### config.mk
export PLATFORM = sky130hd
export DESIGN_NAME = slp_front
export DESIGN_NICKNAME = d
export VERILOG_FILES = /design/src/rtl/core/slp_pkg.sv /design/src/rtl/core/slp_front.sv
export SDC_FILE = /design/constraint.sdc
export NUM_CORES = 1
export LEC_CHECK = 0
export BUFFER_PORTS_ARGS = -buffer_cell sky130_fd_sc_hd__buf_2
export CORE_ASPECT_RATIO = 0.5
export CORE_MARGIN = 2
export CORE_UTILIZATION = 40
export DETAILED_ROUTE_END_ITERATION = 8
export GPL_TIMING_DRIVEN = 0
export HOLD_SLACK_MARGIN = 0.06
export PLACE_DENSITY = 0.8
export SYNTH_ARGS = -nofsm -noshare
export SYNTH_HDL_FRONTEND = slang
export SYNTH_SLANG_ARGS = --single-unit
### constraint.sdc
create_clock -name clk -period 3.75 [get_ports clk]
set_clock_uncertainty 0.05 [all_clocks]
set_input_delay 0.75 -clock clk [delete_from_list [all_inputs] [get_ports clk]]
set_output_delay 0.75 -clock clk [all_outputs]
set_load 0.01 [all_outputs]
### src/rtl/core/slp_pkg.sv
`timescale 1ns / 1ps
package slp_pkg;

  // Fixed field widths of the stream and register port
  localparam int CNT_W   = 7;
  localparam int WIDX_W  = 12;
  localparam int DATA_W  = 16;
  localparam int NIDX_W  = 6;
  localparam int ACC_W   = 40;
  localparam int LUT_DEPTH = 1024;

  // Register indexes on the configuration port
  localparam logic [1:0] CFG_INPUT_COUNT     = 2'd0;
  localparam logic [1:0] CFG_OUTPUT_COUNT    = 2'd1;
  localparam logic [1:0] CFG_ACTIVATION_MODE = 2'd2;

  // Activation codes
  localparam logic ACT_IDENTITY = 1'b0;
  localparam logic ACT_TANH     = 1'b1;

  typedef enum logic {
    CMD_LOAD  = 1'b0,
    CMD_INPUT = 1'b1
  } cmd_kind_t;

  // One classified beat, handed from the front to the back
  typedef struct packed {
    cmd_kind_t                 kind;
    logic                      done;
    logic [CNT_W-1:0]          pos;
    logic [WIDX_W-1:0]         widx;
    logic signed [DATA_W-1:0]  data;
  } slp_cmd_t;

  typedef struct packed {
    logic [CNT_W-1:0] input_count;
    logic [CNT_W-1:0] output_count;
    logic             activation_mode;
  } slp_cfg_t;

  typedef logic signed [DATA_W-1:0] tanh_rom_t [0:LUT_DEPTH-1];

  localparam logic [63:0] ONE_Q62 = 64'h4000_0000_0000_0000;

  // Shift-and-subtract unsigned divide, used only while building the table
  function automatic logic [63:0] udiv64(input logic [63:0] n, input logic [63:0] d);
    logic [64:0] rem;
    logic [63:0] q;
    rem = '0;
    q   = '0;
    for (int i = 63; i >= 0; i--) begin
      rem = {rem[63:0], n[i]};
      if (rem >= {1'b0, d}) begin
        rem  = rem - {1'b0, d};
        q[i] = 1'b1;
      end
    end
    return q;
  endfunction

  // (a * b) >> 62 from 32-bit limbs
  function automatic logic [63:0] mul_q62(input logic [63:0] a, input logic [63:0] b);
    logic [63:0] al, ah, bl, bh, ll, lh, hl, hh, mid, lo, hi;
    al  = {32'd0, a[31:0]};
    ah  = {32'd0, a[63:32]};
    bl  = {32'd0, b[31:0]};
    bh  = {32'd0, b[63:32]};
    ll  = al * bl;
    lh  = al * bh;
    hl  = ah * bl;
    hh  = ah * bh;
    mid = (ll >> 32) + {32'd0, lh[31:0]} + {32'd0, hl[31:0]};
    lo  = {32'd0, ll[31:0]} | (mid << 32);
    hi  = hh + (lh >> 32) + (hl >> 32) + (mid >> 32);
    return (hi << 2) | (lo >> 62);
  endfunction

  // round(4096 * tanh(m / 64)) for m up to 512
  function automatic logic [15:0] tanh_mag(input logic [9:0] m, input logic [63:0] base);
    logic [63:0] r, b, num, den;
    logic [63:0] quo;
    r = ONE_Q62;
    b = base;
    for (int k = 0; k < 10; k++) begin
      if (m[k]) r = mul_q62(r, b);
      b = mul_q62(b, b);
    end
    num = (ONE_Q62 - r) >> 20;
    den = (ONE_Q62 + r) >> 20;
    quo = udiv64(64'd8192 * num + den, 64'd2 * den);
    return quo[15:0];
  endfunction

  // Build the activation table: entry e read as signed 10-bit s
  function automatic tanh_rom_t build_tanh();
    tanh_rom_t   rom;
    logic [63:0] t, s;
    logic [15:0] mag;
    t = ONE_Q62;
    s = ONE_Q62;
    for (int k = 1; k <= 14; k++) begin
      t = udiv64(t, 64'(32 * k));
      if ((k % 2) == 1) s = s - t;
      else              s = s + t;
    end
    for (int e = 0; e < LUT_DEPTH; e++) begin
      if (e < 512) begin
        mag    = tanh_mag(10'(e), s);
        rom[e] = mag;
      end else begin
        mag    = tanh_mag(10'(1024 - e), s);
        rom[e] = -mag;
      end
    end
    return rom;
  endfunction

endpackage

### src/rtl/core/slp_front.sv
`timescale 1ns / 1ps
module slp_front import slp_pkg::*; #(
  parameter int MAX_INPUTS  = 64,
  parameter int MAX_OUTPUTS = 64
) (
  input  logic             clk,
  input  logic             rst,
  input  logic             s_tvalid,
  output logic             s_tready,
  input  logic [31:0]      s_tdata,    // weight_index [11:0], data_value [27:12]
  input  logic             s_tuser,    // action
  input  logic             cfg_we,
  input  logic [1:0]       cfg_index,
  input  logic [CNT_W-1:0] cfg_wdata,
  output slp_cfg_t         cfg,
  output logic             push_valid,
  input  logic             push_ready,
  output slp_cmd_t         push_cmd
);

  localparam logic [CNT_W-1:0] IN_MAX  = CNT_W'((MAX_INPUTS < 127) ? MAX_INPUTS : 127);
  localparam logic [CNT_W-1:0] OUT_MAX = CNT_W'(MAX_OUTPUTS);

  logic [CNT_W-1:0] cnt;
  logic [CNT_W-1:0] cnt_inc;
  logic             accept;
  logic             vec_done;

  assign s_tready = push_ready;
  assign accept   = s_tvalid && s_tready;
  assign cnt_inc  = cnt + CNT_W'(1);
  assign vec_done = (cnt_inc >= cfg.input_count);

  // Classify the beat
  always_comb begin
    push_valid    = s_tvalid;
    push_cmd.kind = s_tuser ? CMD_INPUT : CMD_LOAD;
    push_cmd.done = vec_done;
    push_cmd.pos  = cnt;
    push_cmd.widx = s_tdata[11:0];
    push_cmd.data = s_tdata[27:12];
  end

  // Hold configuration registers, clamped to their in-use range
  always_ff @(posedge clk) begin
    if (rst) begin
      cfg.input_count     <= CNT_W'(1);
      cfg.output_count    <= CNT_W'(1);
      cfg.activation_mode <= ACT_TANH;
    end else if (cfg_we) begin
      unique case (cfg_index)
        CFG_INPUT_COUNT: begin
          if (cfg_wdata == '0)        cfg.input_count <= CNT_W'(1);
          else if (cfg_wdata > IN_MAX) cfg.input_count <= IN_MAX;
          else                        cfg.input_count <= cfg_wdata;
        end
        CFG_OUTPUT_COUNT: begin
          if (cfg_wdata == '0)         cfg.output_count <= CNT_W'(1);
          else if (cfg_wdata > OUT_MAX) cfg.output_count <= OUT_MAX;
          else                         cfg.output_count <= cfg_wdata;
        end
        CFG_ACTIVATION_MODE: cfg.activation_mode <= cfg_wdata[0];
        default: ;
      endcase
    end
  end

  // Count inputs of the current vector; a new input count drops a partial one
  always_ff @(posedge clk) begin
    if (rst) begin
      cnt <= '0;
    end else if (cfg_we && cfg_index == CFG_INPUT_COUNT) begin
      cnt <= '0;
    end else if (accept && s_tuser) begin
      cnt <= vec_done ? '0 : cnt_inc;
    end
  end

endmodule

== After elaboration in Yosys (flattened, before gate mapping) ==
Cells that the tools add are included.

* Add/subtract/negate cells: 1
* Reductions and logical operators: 9
* Equality and inequality tests: 2
* Magnitude comparators: 2
* Multiplexer cells: 4

{| class="wikitable"
|+ Operators with widths
! operator !! number
|-
| 7-bit two-way mux || 3
|-
| 7-bit by 1-bit adder with 7-bit output, second input constant || 1
|-
| 7-bit greater-or-equal comparator || 1
|-
| 7-bit greater-than comparator, second input constant || 1
|-
| 7-bit logical NOT || 1
|-
| 2-bit AND reduction || 3
|-
| 1-bit logical AND || 3
|-
| 2-bit by 1-bit == test with 1-bit output, second input constant || 1
|-
| 2-bit == test, second input constant || 1
|-
| 2-bit logical NOT || 1
|-
| 2-bit OR reduction || 1
|-
| 1-bit two-way mux || 1
|}

* Input port bits: 47
* Bits in registers: 22
* Word-level logic and storage cells: 22
* Output and inout port bits: 54

== Longest topological paths before layout ==
* Depth in word-level cells: 3
* Depth in mapped cells: 10
* Gate-level depth less buffers: 10

== Worst setup path after synthesis ==
OpenSTA, ideal clock, no wires.

* Kind: reg-to-output
* Start point: register cnt[0]
* End point: output push_cmd[35] (netlist name)
* Required time: 2950 ps
* Arrival time: 2392 ps
* Slack: 558 ps
* Stages on the path, launching flop included: 11
* Buffers on the path: 1
* Path through: dfxtp_1 > ha_1 > nand3_1 > nor2_1 > xor2_1 > ha_1 > and3_1 > a221o_1 > a31oi_4 > inv_1 > buf_4

* Cells in the longest elaborated chain, start to end: 2

{| class="wikitable"
|+ Ends and longest elaborated chain
! item !! line !! source
|-
| start, declared || slp_front.sv:24 || <nowiki>logic [CNT_W-1:0] cnt;</nowiki>
|-
| start signal, assigned || slp_front.sv:75 || <nowiki>cnt <= vec_done ? '0 : cnt_inc;</nowiki>
|-
| 7-bit by 1-bit adder with 7-bit output || slp_front.sv:31 || <nowiki>assign cnt_inc = cnt + CNT_W'(1);</nowiki>
|-
| 7-bit greater-or-equal comparator || slp_front.sv:32 || <nowiki>assign vec_done = (cnt_inc >= cfg.input_count);</nowiki>
|-
| end, declared || slp_front.sv:18 || <nowiki>output slp_cmd_t push_cmd</nowiki>
|}

Every way passes these cells.

== Worst setup path after layout ==
* Start point: register cnt[1]
* End point: output push_cmd[35] (netlist name)

The elaborated chain is that of the path after synthesis.

==> qor.log <==
INFO  worst_setup_path critPathKind=register to primary output
INFO  routing        drt_via_density=4.869
INFO  finish         antenna_cells_inserted=0
INFO  routing        routedWlPerCell=11.56um
INFO  pwr            pwr-share-seq=48.9%
INFO  timing         final_max_slew_viol_count=0
INFO  pwr            switching_power=0.1266mW
INFO  floorplanning  initial_utilization=43.58%
INFO  floorplanning  rows=14
INFO  clocking       tritoncts=built
INFO  pwr            power.clock.fraction=29.4%
INFO  placement      place.detailed.instances=278
INFO  clocking       clock-sinks=22
INFO  placement      gp_routability_congestion=0.8383
INFO  timing         setup_viol=0
INFO  timing         slew_headroom=61.28%
INFO  clocking       cts-root-to-sink-buffers=2
INFO  floorplanning  core_area=3136um^2
INFO  clocking       worst_skew_pair.late_latency=0.26ns
INFO  pwr            irDropWorstVdd=0.1480mV
INFO  finish         n_fill_cell=281
INFO  yosys          synth_nets=227
INFO  finish         stdcell_count=282
INFO  clocking       cts.root.buffer_cell=sky130_fd_sc_hd__clkbuf_8
INFO  clocking       ctsHtreeMaxLevel=1
INFO  routing        route.antenna.remaining_nets=0
INFO  clocking       cts.clk_slew.worst_paths=0.08ns
INFO  grt            antenna_violations_before_repair=0
INFO  yosys          post_synth_main_area_contributors=sky130_fd_sc_hd__dfxtp_1 32%, sky130_fd_sc_hd__buf_4 18%, sky130_fd_sc_hd__ha_1 7.3%
INFO  grt            grt_start_max_net_pins=12
INFO  routing        drt_pass1_iterations=4
INFO  routing        remaining_drc_errors=0
INFO  finish         most-common-layout-cells=67 x sky130_fd_sc_hd__buf_2, 33 x sky130_fd_sc_hd__buf_4, 22 x sky130_fd_sc_hd__nand2_1, 21 x sky130_fd_sc_hd__dfxtp_1, 14 x sky130_fd_sc_hd__a21oi_1
INFO  worst_setup_path worst_r2r_startpoint=cnt[1]$_SDFFE_PP0P_
INFO  timing         finalCriticalPeriod=3.584ns
INFO  status         status=finished, final reports clean
INFO  yosys          netlist.area_leader.share=32.23%
INFO  pwr            power.combinational.fraction=21.7%
INFO  floorplanning  ioPinCount=101
INFO  placement      detailed_place_hpwl=2.572mm
INFO  pwr            pwr_density=273.1nW/um^2
INFO  timing         fin_crit_sh=95.58%
INFO  grt            grt_pass1_vias=1198
INFO  timing         grt_setup_unrepaired=no
INFO  min_path       holdCritPathClass=register to register
INFO  timing         maxClockFrequency=0.2790GHz
INFO  clocking       cts-buffers-inserted=3
INFO  flow_run       timing.max_cap.violations=0
INFO  routing        detailed_router_s_first_iteration_violation_count=71
INFO  pwr            internal-power=0.3660mW
INFO  floorplanning  die-width=86.66um
INFO  yosys          most_area_hungry_cell_type_in_the_yosys_netlist=sky130_fd_sc_hd__dfxtp_1
INFO  min_path       cell_depth_of_the_worst_min_delay_path=2
INFO  min_path       worstHoldStart=cfg[0]$_SDFFE_PP1P_
INFO  finish         nets=299
INFO  worst_setup_path crit_path_end_kind=primary output
INFO  timing         final_hold_viol_count=0
INFO  routing        detailroute.via_count=1373
INFO  worst_setup_path timing.critical_path.from=cnt[1]$_SDFFE_PP0P_
INFO  yosys          synthesis.instances=172
INFO  finish         area_growth_syn_to_layout=32.05%
INFO  placement      io_buffer_count=66
INFO  yosys          netlist-cell-type-count=28
INFO  pwr            total_power_after_layout=0.4927mW
INFO  pwr            power.static_leakage=0.8957nW
INFO  yosys          synth_seq_area_share=32.23%
INFO  finish         multiInputGateArea=639.4um^2
INFO  worst_setup_path worst_ep_required_time=2.95ns
INFO  pwr            power.switching_fraction=25.71%
INFO  worst_setup_path crit_arrival=2.78ns
INFO  yosys          synth_seq_cells=22
INFO  timing         fin_setup_tns=0ns
INFO  finish         layout_commonest_cell=sky130_fd_sc_hd__buf_2
INFO  worst_setup_path worst-path-max-fanout=4
INFO  yosys          syn_area=1366um^2
INFO  finish         final-seq-area=441.7um^2
INFO  grt            grt_use_total=15.99%
INFO  grt            gr-total-overflow=0
INFO  worst_setup_path reg2reg_depth=11
INFO  yosys          post_synthesis_average_cell_area=7.944um^2
INFO  grt            grt_first_pass_wirelength=4.864mm
INFO  yosys          yosys_warnings=0
INFO  finish         final_layout_size_suffix_gt1_share=45.04%
INFO  floorplanning  die_height=45.33um
INFO  floorplanning  die_area=3928um^2
INFO  timing         worst-slew-pin-transition=0.5795ns
INFO  worst_setup_path critical_path.startpoint_type=register
INFO  routing        drt-total-wl=3.259mm
-- area by class of cell --
| type | count | area share, % |
|---|---|---|
| Timing Repair Buffer | 67 | 18.72 |
| Sequential cell | 22 | 24.48 |
| Inverter | 9 | 1.872 |
| Multi-Input combinational cell | 104 | 35.44 |
| Buffer | 37 | 14.42 |
| Tap cell | 40 | 2.774 |
| Clock buffer | 3 | 2.288 |
-- metal layers --
layer | vias up | global-route usage, % | part of all wire [%]
li1 | 683 | - | -
met1 | 613 | 16.98 | 40
met2 | 73 | 32.00 | 50
met3 | 4 | 4.205 | 8.6
met4 | 0 | 4.688 | 1.2
met5 | - | 0 | 0
-- flip-flops by register name, summed over array words and instances, names as in the netlist --
name and count:
cfg 15, cnt 7
-- cells by family (layout without fill, tap and decap cells) --
group / Yosys count / count (layout) / synth area share, %
simple gates: 61 / 61 / 21.43
buf+inv: 46 / 116 / 21.52
compound gates: 28 / 28 / 12.82
flops: 22 / 22 / 32.23
fa+ha+maj: 8 / 8 / 7.326
xor+xnor: 5 / 5 / 3.206
mux: 2 / 2 / 1.465
-- critical path: stages, from the launching register on --
cell	delay [ns]
sky130_fd_sc_hd__dfxtp_1	0.39
sky130_fd_sc_hd__ha_2	0.25
sky130_fd_sc_hd__nand3_2	0.13
sky130_fd_sc_hd__nor2_1	0.16
sky130_fd_sc_hd__xor2_1	0.24
sky130_fd_sc_hd__ha_1	0.30
sky130_fd_sc_hd__and3_1	0.24
sky130_fd_sc_hd__a221o_1	0.34
sky130_fd_sc_hd__a31oi_4	0.17
sky130_fd_sc_hd__inv_1	0.05
sky130_fd_sc_hd__buf_4	0.12
sky130_fd_sc_hd__buf_2	0.12
-- synthesized netlist by cell type (all sizes together) --
cell and instances:
and3 2, dfxtp 22, xnor2 2, a31oi 3, inv 9, buf 33
o211ai 1, xor2 3, or2 1, a221o 1, nand2 22, mux2i 2
nor3 2, o21ai 8, nand3b 2, nor2 13, nand3 8, nor3b 7
ha 8, nor2b 3, a21o 1, nor4 1, a21oi 14, clkbuf 4
-- metrics by stage --
step	util (%)	hold WS [ns]	area (um^2)	setup WS (ns)
global placement	55.71	0.4170	1747	0.2898
floorplan	-	0.4489	1366	0.5578
finish	57.54	0.4368	1804	0.1658
CTS	57.26	0.4412	1795	0.07599
global route	57.54	0.4641	1804	0.0002149
detailed placement	55.71	0.4248	1747	0.2300
-- repair_timing --
action | 4_1_cts | 5_1_grt
resized for setup | 0 | 3
setup endpoints to repair | 1 | 1
buffers inserted | 1 | 0
hold buffers | 0 | 0
-- final timing paths --
path	endpoint	slack [ns]
max	push_cmd[35]	0.17
min	cfg[0]$_SDFFE_PP1P_	0.44
max reg2reg	cnt[4]$_SDFFE_PP0P_	0.96
min reg2reg	cfg[0]$_SDFFE_PP1P_	0.44
-- power by group through the flow --
stage / logic (mW) / clock network (mW) / registers [mW]
floorplan: 0.0650 / 0 / 0.248
global placement: 0.103 / 0 / 0.246
detailed placement: 0.104 / 0 / 0.246
CTS: 0.107 / 0.147 / 0.241
global route: 0.117 / 0.159 / 0.242
finish: 0.107 / 0.145 / 0.241
Note: power is estimated with default switching activity, not from simulation.
