File: config.mk
export PLATFORM = sky130hd
export DESIGN_NAME = slp_cmd_fifo
export DESIGN_NICKNAME = d
export VERILOG_FILES = /design/src/rtl/core/slp_pkg.sv /design/src/rtl/core/slp_cmd_fifo.sv
export SDC_FILE = /design/constraint.sdc
export NUM_CORES = 1
export LEC_CHECK = 0
export BUFFER_PORTS_ARGS = -buffer_cell sky130_fd_sc_hd__buf_2
export CAP_MARGIN = 20
export CORE_MARGIN = 1
export CORE_UTILIZATION = 35
export DETAILED_ROUTE_END_ITERATION = 10
export PLACE_DENSITY = 0.57
export SLEW_MARGIN = 20
export SYNTH_ARGS = -nofsm -noshare
export SYNTH_HDL_FRONTEND = slang
export SYNTH_SLANG_ARGS = --single-unit
export TNS_END_PERCENT = 30
File: constraint.sdc
create_clock -name clk -period 2.1 [get_ports clk]
set_input_delay 0.42 -clock clk [delete_from_list [all_inputs] [get_ports clk]]
set_output_delay 0.42 -clock clk [all_outputs]
set_load 0.005 [all_outputs]
File: src/rtl/core/slp_pkg.sv
`timescale 1ns / 1ps
package slp_pkg;

  // Fixed field widths of the stream and register port
  localparam int CNT_W   = 7;
  localparam int WIDX_W  = 12;
  localparam int DATA_W  = 16;
  localparam int NIDX_W  = 6;
  localparam int ACC_W   = 40;
  localparam int LUT_DEPTH = 1024;

  // Register indexes on the configuration port
  localparam logic [1:0] CFG_INPUT_COUNT     = 2'd0;
  localparam logic [1:0] CFG_OUTPUT_COUNT    = 2'd1;
  localparam logic [1:0] CFG_ACTIVATION_MODE = 2'd2;

  // Activation codes
  localparam logic ACT_IDENTITY = 1'b0;
  localparam logic ACT_TANH     = 1'b1;

  typedef enum logic {
    CMD_LOAD  = 1'b0,
    CMD_INPUT = 1'b1
  } cmd_kind_t;

  // One classified beat, handed from the front to the back
  typedef struct packed {
    cmd_kind_t                 kind;
    logic                      done;
    logic [CNT_W-1:0]          pos;
    logic [WIDX_W-1:0]         widx;
    logic signed [DATA_W-1:0]  data;
  } slp_cmd_t;

  typedef struct packed {
    logic [CNT_W-1:0] input_count;
    logic [CNT_W-1:0] output_count;
    logic             activation_mode;
  } slp_cfg_t;

  typedef logic signed [DATA_W-1:0] tanh_rom_t [0:LUT_DEPTH-1];

  localparam logic [63:0] ONE_Q62 = 64'h4000_0000_0000_0000;

  // Shift-and-subtract unsigned divide, used only while building the table
  function automatic logic [63:0] udiv64(input logic [63:0] n, input logic [63:0] d);
    logic [64:0] rem;
    logic [63:0] q;
    rem = '0;
    q   = '0;
    for (int i = 63; i >= 0; i--) begin
      rem = {rem[63:0], n[i]};
      if (rem >= {1'b0, d}) begin
        rem  = rem - {1'b0, d};
        q[i] = 1'b1;
      end
    end
    return q;
  endfunction

  // (a * b) >> 62 from 32-bit limbs
  function automatic logic [63:0] mul_q62(input logic [63:0] a, input logic [63:0] b);
    logic [63:0] al, ah, bl, bh, ll, lh, hl, hh, mid, lo, hi;
    al  = {32'd0, a[31:0]};
    ah  = {32'd0, a[63:32]};
    bl  = {32'd0, b[31:0]};
    bh  = {32'd0, b[63:32]};
    ll  = al * bl;
    lh  = al * bh;
    hl  = ah * bl;
    hh  = ah * bh;
    mid = (ll >> 32) + {32'd0, lh[31:0]} + {32'd0, hl[31:0]};
    lo  = {32'd0, ll[31:0]} | (mid << 32);
    hi  = hh + (lh >> 32) + (hl >> 32) + (mid >> 32);
    return (hi << 2) | (lo >> 62);
  endfunction

  // round(4096 * tanh(m / 64)) for m up to 512
  function automatic logic [15:0] tanh_mag(input logic [9:0] m, input logic [63:0] base);
    logic [63:0] r, b, num, den;
    logic [63:0] quo;
    r = ONE_Q62;
    b = base;
    for (int k = 0; k < 10; k++) begin
      if (m[k]) r = mul_q62(r, b);
      b = mul_q62(b, b);
    end
    num = (ONE_Q62 - r) >> 20;
    den = (ONE_Q62 + r) >> 20;
    quo = udiv64(64'd8192 * num + den, 64'd2 * den);
    return quo[15:0];
  endfunction

  // Build the activation table: entry e read as signed 10-bit s
  function automatic tanh_rom_t build_tanh();
    tanh_rom_t   rom;
    logic [63:0] t, s;
    logic [15:0] mag;
    t = ONE_Q62;
    s = ONE_Q62;
    for (int k = 1; k <= 14; k++) begin
      t = udiv64(t, 64'(32 * k));
      if ((k % 2) == 1) s = s - t;
      else              s = s + t;
    end
    for (int e = 0; e < LUT_DEPTH; e++) begin
      if (e < 512) begin
        mag    = tanh_mag(10'(e), s);
        rom[e] = mag;
      end else begin
        mag    = tanh_mag(10'(1024 - e), s);
        rom[e] = -mag;
      end
    end
    return rom;
  endfunction

endpackage

File: src/rtl/core/slp_cmd_fifo.sv
`timescale 1ns / 1ps
module slp_cmd_fifo import slp_pkg::*; (
  input  logic     clk,
  input  logic     rst,
  input  logic     push_valid,
  output logic     push_ready,
  input  slp_cmd_t push_cmd,
  output logic     pop_valid,
  input  logic     pop_ready,
  output slp_cmd_t pop_cmd
);

  slp_cmd_t   entry [2];
  logic       wr_ptr;
  logic       rd_ptr;
  logic [1:0] count;
  logic       do_push;
  logic       do_pop;

  assign push_ready = (count != 2'd2);
  assign pop_valid  = (count != 2'd0);
  assign pop_cmd    = entry[rd_ptr];
  assign do_push    = push_valid && push_ready;
  assign do_pop     = pop_valid && pop_ready;

  // Store pushed commands
  always_ff @(posedge clk) begin
    if (do_push) entry[wr_ptr] <= push_cmd;
  end

  // Advance pointers and occupancy
  always_ff @(posedge clk) begin
    if (rst) begin
      wr_ptr <= 1'b0;
      rd_ptr <= 1'b0;
      count  <= 2'd0;
    end else begin
      if (do_push) wr_ptr <= ~wr_ptr;
      if (do_pop)  rd_ptr <= ~rd_ptr;
      case ({do_push, do_pop})
        2'b10:   count <= count + 2'd1;
        2'b01:   count <= count - 2'd1;
        default: count <= count;
      endcase
    end
  end

endmodule

**Word level (Yosys, flattened, before mapping)**

Memory sizes are Yosys's and may differ from the RTL's. A register that Yosys moved wholly into a read port is not among the register bits.
Index checks and enable logic that the tools add are counted.

- Flip-flop bits (word level): 4
- RAM bits: 74
- Bits of input ports: 41
- Output and inout port bits: 39
- Word-level logic and storage cells: 20
- Memories: 1

Memories:

| name | words | bits a word | rd ports | clocked after memory_dff | wr ports | line | RTL |
|---|---|---|---|---|---|---|---|
| entry | 2 | 37 | 1 | 1 | 1 | slp_cmd_fifo.sv:13 | `slp_cmd_t entry [2];` |

- Add/subtract/negate cells: 2
- Equality and inequality tests: 3
- Multiplexer cells: 5
- Bitwise operators: 2
- Reductions and logical operators: 4

Operator list:

| cell | count |
|---|---|
| 1-bit two-way mux | 4 |
| 2-bit one-hot mux with 2 select lines | 1 |
| 2-bit nonzero test | 2 |
| 2-bit by 1-bit adder with 2-bit output (second input constant) | 1 |
| 2-bit by 1-bit equality test with 1-bit output (second input constant) | 1 |
| 2-bit equality test (second input constant) | 1 |
| 1-bit logical AND | 2 |
| 2-bit != test (second input constant) | 1 |
| 1-bit inverter | 2 |
| 2-bit by 1-bit subtractor with 2-bit output (second input constant) | 1 |

**Depth between registers and ports, before layout**

Gate-level depths: netlist of the first run.

- Word-level depth: 4
- Depth in mapped cells: 6
- Mapped depth without buffers: 6

**Worst setup path before layout of the first run**

Ideal clock, no wire load.

- Kind: register to register
- From: reg count[0]
- To: mem entry[1][0] (netlist name), enable pin
- Setup time: 398 ps
- Arrival: 1554 ps
- Data required time: 1702 ps
- Path slack: 148 ps
- Stages on the path, launching flop included: 3
- Path buffers: 0
- Period minus slack after synthesis: 1952 ps
- Path through: dfxtp_1 > nand2b_1 > and3_1

- Word-level cells in the longest chain between the ends: 4

Ends and longest elaborated chain:

| element | line | RTL |
|---|---|---|
| start, declared | slp_cmd_fifo.sv:16 | `logic [1:0] count;` |
| start signal, assigned | slp_cmd_fifo.sv:41 | `2'b10: count <= count + 2'd1;` |
| start signal, assigned | slp_cmd_fifo.sv:42 | `2'b01: count <= count - 2'd1;` |
| start signal, assigned | slp_cmd_fifo.sv:43 | `default: count <= count;` |
| 2-bit != test | slp_cmd_fifo.sv:20 | `assign push_ready = (count != 2'd2);` |
| via push_ready | slp_cmd_fifo.sv:6 | `output logic push_ready,` |
| 1-bit logical AND | slp_cmd_fifo.sv:23 | `assign do_push = push_valid && push_ready;` |
| 1-bit two-way mux | slp_cmd_fifo.sv:28 | `if (do_push) entry[wr_ptr] <= push_cmd;` |
| 1-bit two-way mux (implied by the code) | slp_cmd_fifo.sv:28 |  |
| end, declared | slp_cmd_fifo.sv:13 |  |

The timed path passes the listed nets, and every way through them passes these cells.

==> results of run 1 <==
Yosys cell counts (all sizes together):
| master | count |
|---|---|
| edfxtp | 74 |
| mux2 | 37 |
| dfxtp | 5 |
| buf | 4 |
| nor2 | 3 |
| a21oi | 2 |
| xnor2 | 2 |
| a21bo | 1 |
| and3 | 1 |
| ha | 1 |
| inv | 1 |
| nand2 | 1 |
| nand2b | 1 |
| nand3b | 1 |
| o21a | 1 |
| o21ai | 1 |
| or2 | 1 |
| or3 | 1 |
| xor2 | 1 |
cell usage in the layout (no fill, tap or decap), drive strengths merged, types with 2 or more instances in the layout:
cell    instances
a21oi           2
buf            85
bufinv          2
clkbuf         11
dfxtp           5
edfxtp         74
mux2           37
nor2            3
xnor2           2
per-stage QoR:
| step | worst slack (ps) | total power (uW) | hold slack, ps | cell area [um^2] | cells |
|---|---|---|---|---|---|
| after floorplan | 148 | 2730 | 474 | 2880 | 139 |
| after global placement | 531 | 3170 | 498 | 3430 | 322 |
| after detailed placement | 503 | 3170 | 510 | 3430 | 322 |
| after CTS | 143 | 4340 | 249 | 3630 | 337 |
| after global routing | 92.3 | 4500 | 245 | 3630 | 337 |
| final | 192 | 4260 | 273 | 3630 | 337 |
layout make-up:
type	count	area share [%]
Sequential cell	79	63.9
Multi-Input combinational cell	55	14.8
Timing Repair Buffer	85	12.1
Clock buffer	11	3.61
Tap cell	102	3.51
Clock inverter	4	1.96
Inverter	1	0.103
path summary, 6_finish.rpt:
| check | start | end | slack (ps) | cells past startpoint |
|---|---|---|---|---|
| min | push_cmd[8] | entry[1][8] | 270 | 1 |
| max reg2reg | count[0] | count[1] | 480 | 5 |
| min reg2reg | rd_ptr | rd_ptr | 520 | 2 |
| max | register | pop_cmd[26] | 190 | 3 |
routing by layer:
layer  vias to the layer above  GRT usage (%)  wire, um
met2                        58           18.1      2170
met3                         8           4.84       352
met5                         -              0         0
met1                       744           14.1      2100
li1                        723              -         -
met4                         0           4.62        64
flip-flops by register name, indices dropped and copies added, names as in the netlist, named ones only:
register  flops
entry        74
rd_ptr        1
wr_ptr        1
count         2
critical path: stages (launching register included):
cell and delay, ps:
dfxtp_2 330, buf_4 300, mux2_2 370, buf_2 130
power groups by stage:
stage,Sequential [uW],Combinational (uW),Clock (uW)
2_1_floorplan,2080,651,0
3_3_place_gp,2090,1080,0
3_5_place_dp,2100,1080,0
4_1_cts,2060,1090,1190
5_1_grt,2080,1170,1250
6_report,2060,1050,1150
cells by family after synthesis:
| logic type | after synthesis | synth area share, % |
|---|---|---|
| multiplexers | 37 | 14.5 |
| flip-flops | 79 | 80.6 |
| adder cells (fa/ha/maj) | 1 | 0.434 |
| AND/OR/NAND/NOR | 9 | 1.65 |
| buffers and inverters | 5 | 0.825 |
| AO/OA/AOI/OAI | 5 | 1.13 |
| XOR/XNOR | 3 | 0.912 |
==> results by group, run 1 <==
Outcome
  • Status: complete, no violations

Route
  • Via density: 4.55
  • Vias: 1,533
  • Residual DRC: 0
  • Initial DRT Pass Iterations: 3
  • WL per Instance: 13.9 um
  • Post-route ant nets: 0
  • Detailed Route WL: 4.68 mm
  • Iter 0 DRT Violations: 45

STA
  • Min Tclk post-route: 1910 ps
  • Slew Limit Fails: 0
  • Final Setup Violations: 0
  • Slew headroom: 77.0%
  • Clock Skews: 5.30 ps
  • Worst slew pin tran: 345 ps
  • Final Cycle Share: 90.8%
  • RSZ-0062 raised after global routing: false
  • Setup TNS: 0 ps
  • Final Hold Fails: 0
  • FMAX: 524 MHz

Power and ir drop
  • Switching Share: 24.5%
  • Power Internal: 3210 uW
  • NetSw: 1040 uW
  • Max VDD drop: 670 uV
  • Clock Power Share: 26.9%
  • LEAKAGE: 0.00136 uW
  • Flop pwr share: 48.3%
  • Pwr per Cell Area: 1170 nW/um^2
  • Share of total power in combinational logic: 24.8%

Clock network
  • # clock sinks: 79
  • TritonCTS clock tree: built
  • Later-pin clock latency in the skew report: 330 ps
  • Depth of the CTS H-tree: 3
  • Hold_buf cts: 0
  • Root buffer cell: clkbuf_8
  • TritonCTS Buffers: 9
  • Clock buffer depth: 2
  • Setup Fix Bufs, Post-CTS: 0
  • Reg clk slew, reported paths: 70 ps
  • PostCTS Resize Cnt: 0

Synth
  • Post-synthesis register bit count: 79
  • Yosys cell types: 19
  • Mean Syn Cell Area: 20.7 um^2
  • Yosys top cell area share: 77.1%
  • Yosys top cell by area: edfxtp_1
  • Post-Syn Nets: 181
  • Seq/Total Area, Yosys: 80.6%
  • Ranking of synthesized cells by area: edfxtp_1, mux2_2, dfxtp_1
  • Post-synth design cell area: 2880 um^2
  • Total number of yosys warnings: 0
  • Post-synthesis cell count: 139

Cells and area
  • Fin util: 46.3%
  • Area of the multi-input gates: 537 um^2
  • P&R area growth vs syn: 26.1%
  • Filler cell count in the final layout: 733
  • Final-stage net count: 273
  • Antenna fix cells: 0
  • Flip-flop and latch area: 2320 um^2
  • Share of cells above drive strength 1: 58.7%

Global route
  • Vias in the first global route: 1,565
  • Grt ovf: 0
  • First-pass GRT wire length: 7.33 mm
  • Total GRT Usage: 11.6%
  • Largest net degree at the start of global routing: 26
  • Initial antenna violation count: 0

Run
  • Max-cap violations: 0

Critical path
  • WP data required: 1680 ps
  • CP startpoint kind: register
  • CP arrival: 1490 ps
  • WS Path Type: reg2out
  • Worst Path Max Fanout: 25
  • Worst Setup End Kind: primary output

Die
  • Die width: 92.7 um
  • Total die area: 8600 um^2
  • Initial Util: 36.7%
  • Cell row count: 32
  • I/O pin total: 80
  • Die height: 92.7 um
  • Core Box Area: 7850 um^2

Min path
  • Hold WC Path Type: in2reg

Placement
  • I/O Buffers: 79
  • GPL Wtd Cong: 0.680
  • DPL Wire Length: 3.14 mm
Note: power is estimated with default switching activity, not from simulation.
==> run 2, diff against run 1 <==
--- a/config.mk
+++ b/config.mk
@@ -7,9 +7,11 @@
 export LEC_CHECK = 0
 export BUFFER_PORTS_ARGS = -buffer_cell sky130_fd_sc_hd__buf_2
 export CAP_MARGIN = 20
+export CORE_ASPECT_RATIO = 0.5
 export CORE_MARGIN = 1
 export CORE_UTILIZATION = 35
 export DETAILED_ROUTE_END_ITERATION = 10
+export HOLD_SLACK_MARGIN = 0.06
 export PLACE_DENSITY = 0.57
 export SLEW_MARGIN = 20
 export SYNTH_ARGS = -nofsm -noshare
==> run 2 against run 1 <==
- worst hold slack improved by 16 ps
- count of clock-buffer cells in the layout stayed put
- global-route usage grew 0.45 points
- cell area increased by 3.4%
- die area rose by 0.26%
- clock power is 37% higher
- register-to-register slack improved by 30 ps
- non-clock buffer count decreased by 3
- total power grew 11%
- core utilization up 2.8 points
- combinational power about the same
- via count shrank 3.1%
==> results by group, run 2 (synthesis results as in run 1) <==
STA
  • Worst slew pin tran: 222 ps
  • FMAX: 541 MHz
  • Clock Skews: 4.48 ps
  • Slew Limit Fails: 0
  • Min Tclk post-route: 1850 ps
  • Slew headroom: 85.1%
  • Final Setup Violations: 0
  • Final hold slack: 289 ps
  • Setup TNS: 0 ps
  • Final Hold Fails: 0
  • Final Cycle Share: 88.0%
  • RSZ-0062 raised after global routing: false

Cells and area
  • Commonest non-fill, non-tap cell in the layout: buf_2
  • Max reg flops: 74
  • Final-stage net count: 270
  • Leading cell types in the layout, fill and taps excluded: buf_2, edfxtp_1, mux2_2
  • P&R area growth vs syn: 30.5%
  • Filler cell count in the final layout: 690
  • Share of cells above drive strength 1: 57.9%
  • Antenna fix cells: 0
  • Largest Register: entry
  • Largest regs: entry x74, count x2
  • Final Instance Area: 3760 um^2

Critical path
  • WP data required: 1680 ps
  • FF-to-FF setup slack: 510 ps
  • WS Path Type: reg2out
  • CP arrival: 1430 ps
  • CP startpoint kind: register
  • Worst Path Max Fanout: 35
  • RR Endpoint: count[1]
  • Worst Setup End Kind: primary output
  • R2R depth: 5
  • RR Startpoint: count[0]

Min path
  • Hold EP: entry[1][33]
  • Hold WC Path Type: in2reg
  • Hold_sp: push_cmd[33]
  • Hold Path Depth: 1

Route
  • Via density: 4.35
  • Vias: 1,485
  • Detailed Route WL: 4.77 mm
  • Iter 0 DRT Violations: 71
  • Post-route ant nets: 0
  • WL per Instance: 14.0 um
  • Residual DRC: 0
  • Initial DRT Pass Iterations: 4

Global route
  • Largest net degree at the start of global routing: 38
  • Initial antenna violation count: 0
  • Vias in the first global route: 1,605
  • Grt ovf: 0
  • First-pass GRT wire length: 7.33 mm
  • Total GRT Usage: 12.0%

Power and ir drop
  • Switching Share: 23.4%
  • LEAKAGE: 0.00141 uW
  • Flop pwr share: 43.9%
  • Pwr per Cell Area: 1250 nW/um^2
  • Clock Power Share: 33.3%
  • Power Internal: 3610 uW
  • NetSw: 1100 uW
  • Max VDD drop: 491 uV
  • Share of total power in combinational logic: 22.8%

Die
  • Core Box Area: 7650 um^2
  • Die width: 130 um
  • Die height: 66.2 um
  • I/O pin total: 80
  • Cell row count: 22
  • Initial Util: 37.7%
  • Total die area: 8620 um^2

Clock network
  • PostCTS Resize Cnt: 0
  • TritonCTS clock tree: built
  • Setup Fix Bufs, Post-CTS: 0
  • # clock sinks: 79
  • Clock buffer depth: 2
  • Hold_buf cts: 0
  • Root buffer cell: clkbuf_16
  • Reg clk slew, reported paths: 50 ps
  • Depth of the CTS H-tree: 3
  • Later-pin clock latency in the skew report: 320 ps
  • TritonCTS Buffers: 9

Placement
  • DPL Wire Length: 3.11 mm
  • Placed Area: 3450 um^2
  • I/O Buffers: 79
  • GPL Wtd Cong: 0.703

Run
  • Max-cap violations: 0

Outcome
  • Status: complete, no violations
## run 2: worst max-delay path by stage
stage | start | end | slack, ps
finish | register | pop_cmd[30] | 250
global route | register | pop_cmd[15] | 190
CTS | register | pop_cmd[30] | 220
detailed placement | count[0] | count[1] | 520
global placement | register | pop_cmd[30] | 580
floorplan | count[0] | entry[1][0] | 150
## run 2: metal layers
layer	part of all wire, %	GRT usage [%]	wire length (um)
met1	41	11.8	1940
met2	55	22.6	2640
met3	3.7	4.61	178
met4	0.29	5.23	14
met5	0	0	0
## run 2: power groups by stage
stage	registers, uW	logic (uW)	clock network [uW]
2_1_floorplan	2080	651	0
3_3_place_gp	2090	1090	0
3_5_place_dp	2100	1100	0
4_1_cts	2070	1110	1610
5_1_grt	2090	1180	1680
6_report	2070	1080	1570
## run 2: final cells by class
| class | instances | area (um^2) | area share (%) |
|---|---|---|---|
| multi-input cells | 55 | 537 | 14.3 |
| well taps | 108 | 135 | 3.59 |
| clock buffers | 11 | 233 | 6.19 |
| clock inverters | 5 | 72.6 | 1.93 |
| inverters | 1 | 3.75 | 0.0998 |
| repair buffers | 82 | 455 | 12.1 |
| flip-flops and latches | 79 | 2320 | 61.8 |
## run 2: metrics by stage
step                util [%]  setup slack (ps)  total power (uW)  std cells
detailed placement      45.1               525              3210        325
CTS                     49.1               224              4800        341
global placement        45.1               582              3180        325
finish                  49.1               253              4710        341
global route            49.1               192              4950        341
floorplan                  -               148              2730        139
## run 2: critical path, stage by stage (launching register included)
cell	delay, ps
dfxtp_2	360
buf_12	230
mux2_2	370
buf_2	130
==> run 3, diff against run 2 <==
--- a/config.mk
+++ b/config.mk
@@ -13,6 +13,7 @@
 export DETAILED_ROUTE_END_ITERATION = 10
 export HOLD_SLACK_MARGIN = 0.06
 export PLACE_DENSITY = 0.57
+export REMOVE_ABC_BUFFERS = 1
 export SLEW_MARGIN = 20
 export SYNTH_ARGS = -nofsm -noshare
 export SYNTH_HDL_FRONTEND = slang
==> run 3 against run 2 <==
- clock power is 17% lower
- final cell count is 0.29% lower
- setup slack better by 39 ps
- total power is 5.5% lower
- critical endpoint is now pop_cmd[1]
==> results by group, run 3 (synthesis results as in run 1) <==
Power and ir drop
  • NetSw: 1090 uW
  • Share of total power in combinational logic: 24.4%
  • Flop pwr share: 46.4%
  • Switching Share: 24.5%
  • Max VDD drop: 507 uV
  • Power Internal: 3360 uW
  • LEAKAGE: 0.00138 uW
  • Pwr per Cell Area: 1200 nW/um^2
  • Clock Power Share: 29.3%

Critical path
  • CP arrival: 1390 ps
  • CP Cell Sequence: buf_12 -> mux2_2 -> buf_2
  • CP peak stage delay: 360 ps
  • Slowest cell on the critical path: mux2_2
  • FF-to-FF setup slack: 470 ps
  • Worst Path Max Fanout: 37
  • CP startpoint kind: register
  • R2R depth: 5
  • WS Path Type: reg2out
  • RR Endpoint: count[1]
  • RR Startpoint: count[0]
  • WP data required: 1680 ps
  • Worst Setup End Kind: primary output

Cells and area
  • Flip-flop and latch area: 2320 um^2
  • Final-stage net count: 270
  • Antenna fix cells: 0
  • P&R area growth vs syn: 28.5%
  • Area of the multi-input gates: 537 um^2
  • Commonest non-fill, non-tap cell in the layout: buf_2
  • Leading cell types in the layout, fill and taps excluded: buf_2, edfxtp_1, mux2_2
  • Largest regs: entry x74, count x2
  • Largest Register: entry
  • Share of cells above drive strength 1: 56.9%
  • Max reg flops: 74
  • Layout Cells excl Fill: 340
  • Final Instance Area: 3700 um^2
  • Filler cell count in the final layout: 697

Min path
  • Hold Path Depth: 1
  • Hold EP: entry[0][3]
  • Hold WC Path Type: in2reg
  • Hold_sp: push_cmd[3]

Global route
  • Vias in the first global route: 1,576
  • First-pass GRT wire length: 7.26 mm
  • Initial antenna violation count: 0
  • Grt ovf: 0
  • Largest net degree at the start of global routing: 38
  • Total GRT Usage: 12.4%

Die
  • Total die area: 8620 um^2
  • Die width: 130 um
  • Cell row count: 22
  • Core Box Area: 7650 um^2
  • Die height: 66.2 um
  • Initial Util: 37.7%
  • I/O pin total: 80

Route
  • Initial DRT Pass Iterations: 4
  • WL per Instance: 14.3 um
  • Residual DRC: 0
  • Detailed Route WL: 4.85 mm
  • Post-route ant nets: 0
  • Vias: 1,506
  • Iter 0 DRT Violations: 64
  • Via density: 4.43

STA
  • Final Setup Violations: 0
  • Slew headroom: 84.9%
  • Clock Skews: 3.64 ps
  • FMAX: 553 MHz
  • RSZ-0062 raised after global routing: false
  • Final Hold Fails: 0
  • Min Tclk post-route: 1810 ps
  • Final hold slack: 280 ps
  • Slew Limit Fails: 0
  • Final WS setup: 292 ps
  • Worst slew pin tran: 226 ps
  • Final Cycle Share: 86.1%
  • Setup TNS: 0 ps

Outcome
  • Status: complete, no violations

Clock network
  • # clock sinks: 79
  • Hold_buf cts: 0
  • Root buffer cell: clkbuf_16
  • TritonCTS Buffers: 9
  • TritonCTS clock tree: built
  • PostCTS Resize Cnt: 0
  • Reg clk slew, reported paths: 50 ps
  • Depth of the CTS H-tree: 3
  • Setup Fix Bufs, Post-CTS: 0
  • Later-pin clock latency in the skew report: 320 ps
  • Clock buffer depth: 2

Placement
  • Placed Area: 3450 um^2
  • DPL Wire Length: 3.14 mm
  • Dpl cells: 325
  • I/O Buffers: 79
  • Pre-CTS WS: 482 ps
  • GPL Wtd Cong: 0.677

Run
  • Max-cap violations: 0
-- run 3: how the worst max path moves through the flow --
stage | startpoint | end | slack [ps] | depth (start not counted)
after floorplan | count[0] | entry[1][0] | 150 | 2
after global placement | register | pop_cmd[20] | 620 | 3
after detailed placement | count[0] | count[1] | 480 | 5
after CTS | register | pop_cmd[24] | 260 | 3
after global routing | register | pop_cmd[36] | 220 | 3
final | register | pop_cmd[1] | 290 | 3
-- run 3: cell type report --
class | instances | area share (%)
Timing Repair Buffer | 82 | 12.3
Sequential cell | 79 | 62.8
Clock buffer | 12 | 6.39
Clock inverter | 3 | 0.304
Multi-Input combinational cell | 55 | 14.5
Tap cell | 108 | 3.65
Inverter | 1 | 0.101
-- run 3: layer usage --
metal / global-route usage, % / up-vias / part of all wire [%]
met2: 23.5 / 33 / 56
met5: 0 / - / 0
met1: 10.5 / 742 / 37
met3: 6.80 / 7 / 5.3
met4: 6.69 / 0 / 1.7
li1: - / 724 / -
-- run 3: worst max-delay path: cells and delay by family (launching register included) --
family   cells  cell delay, ps
buf+inv      2             340
mux          1             360
flops        1             330
-- run 3: metrics by stage --
step	utilization [%]	total power, uW
3_3_place_gp	45.1	3180
3_5_place_dp	45.1	3210
5_1_grt	48.4	4700
6_report	48.4	4450
4_1_cts	48.4	4540
2_1_floorplan	-	2710
-- run 3: power groups by stage --
stage / Combinational [uW] / Clock [uW] / Sequential, uW
floorplan: 560 / 0 / 2150
global placement: 1090 / 0 / 2080
detailed placement: 1120 / 0 / 2100
CTS: 1120 / 1350 / 2070
global route: 1190 / 1420 / 2080
finish: 1090 / 1300 / 2060
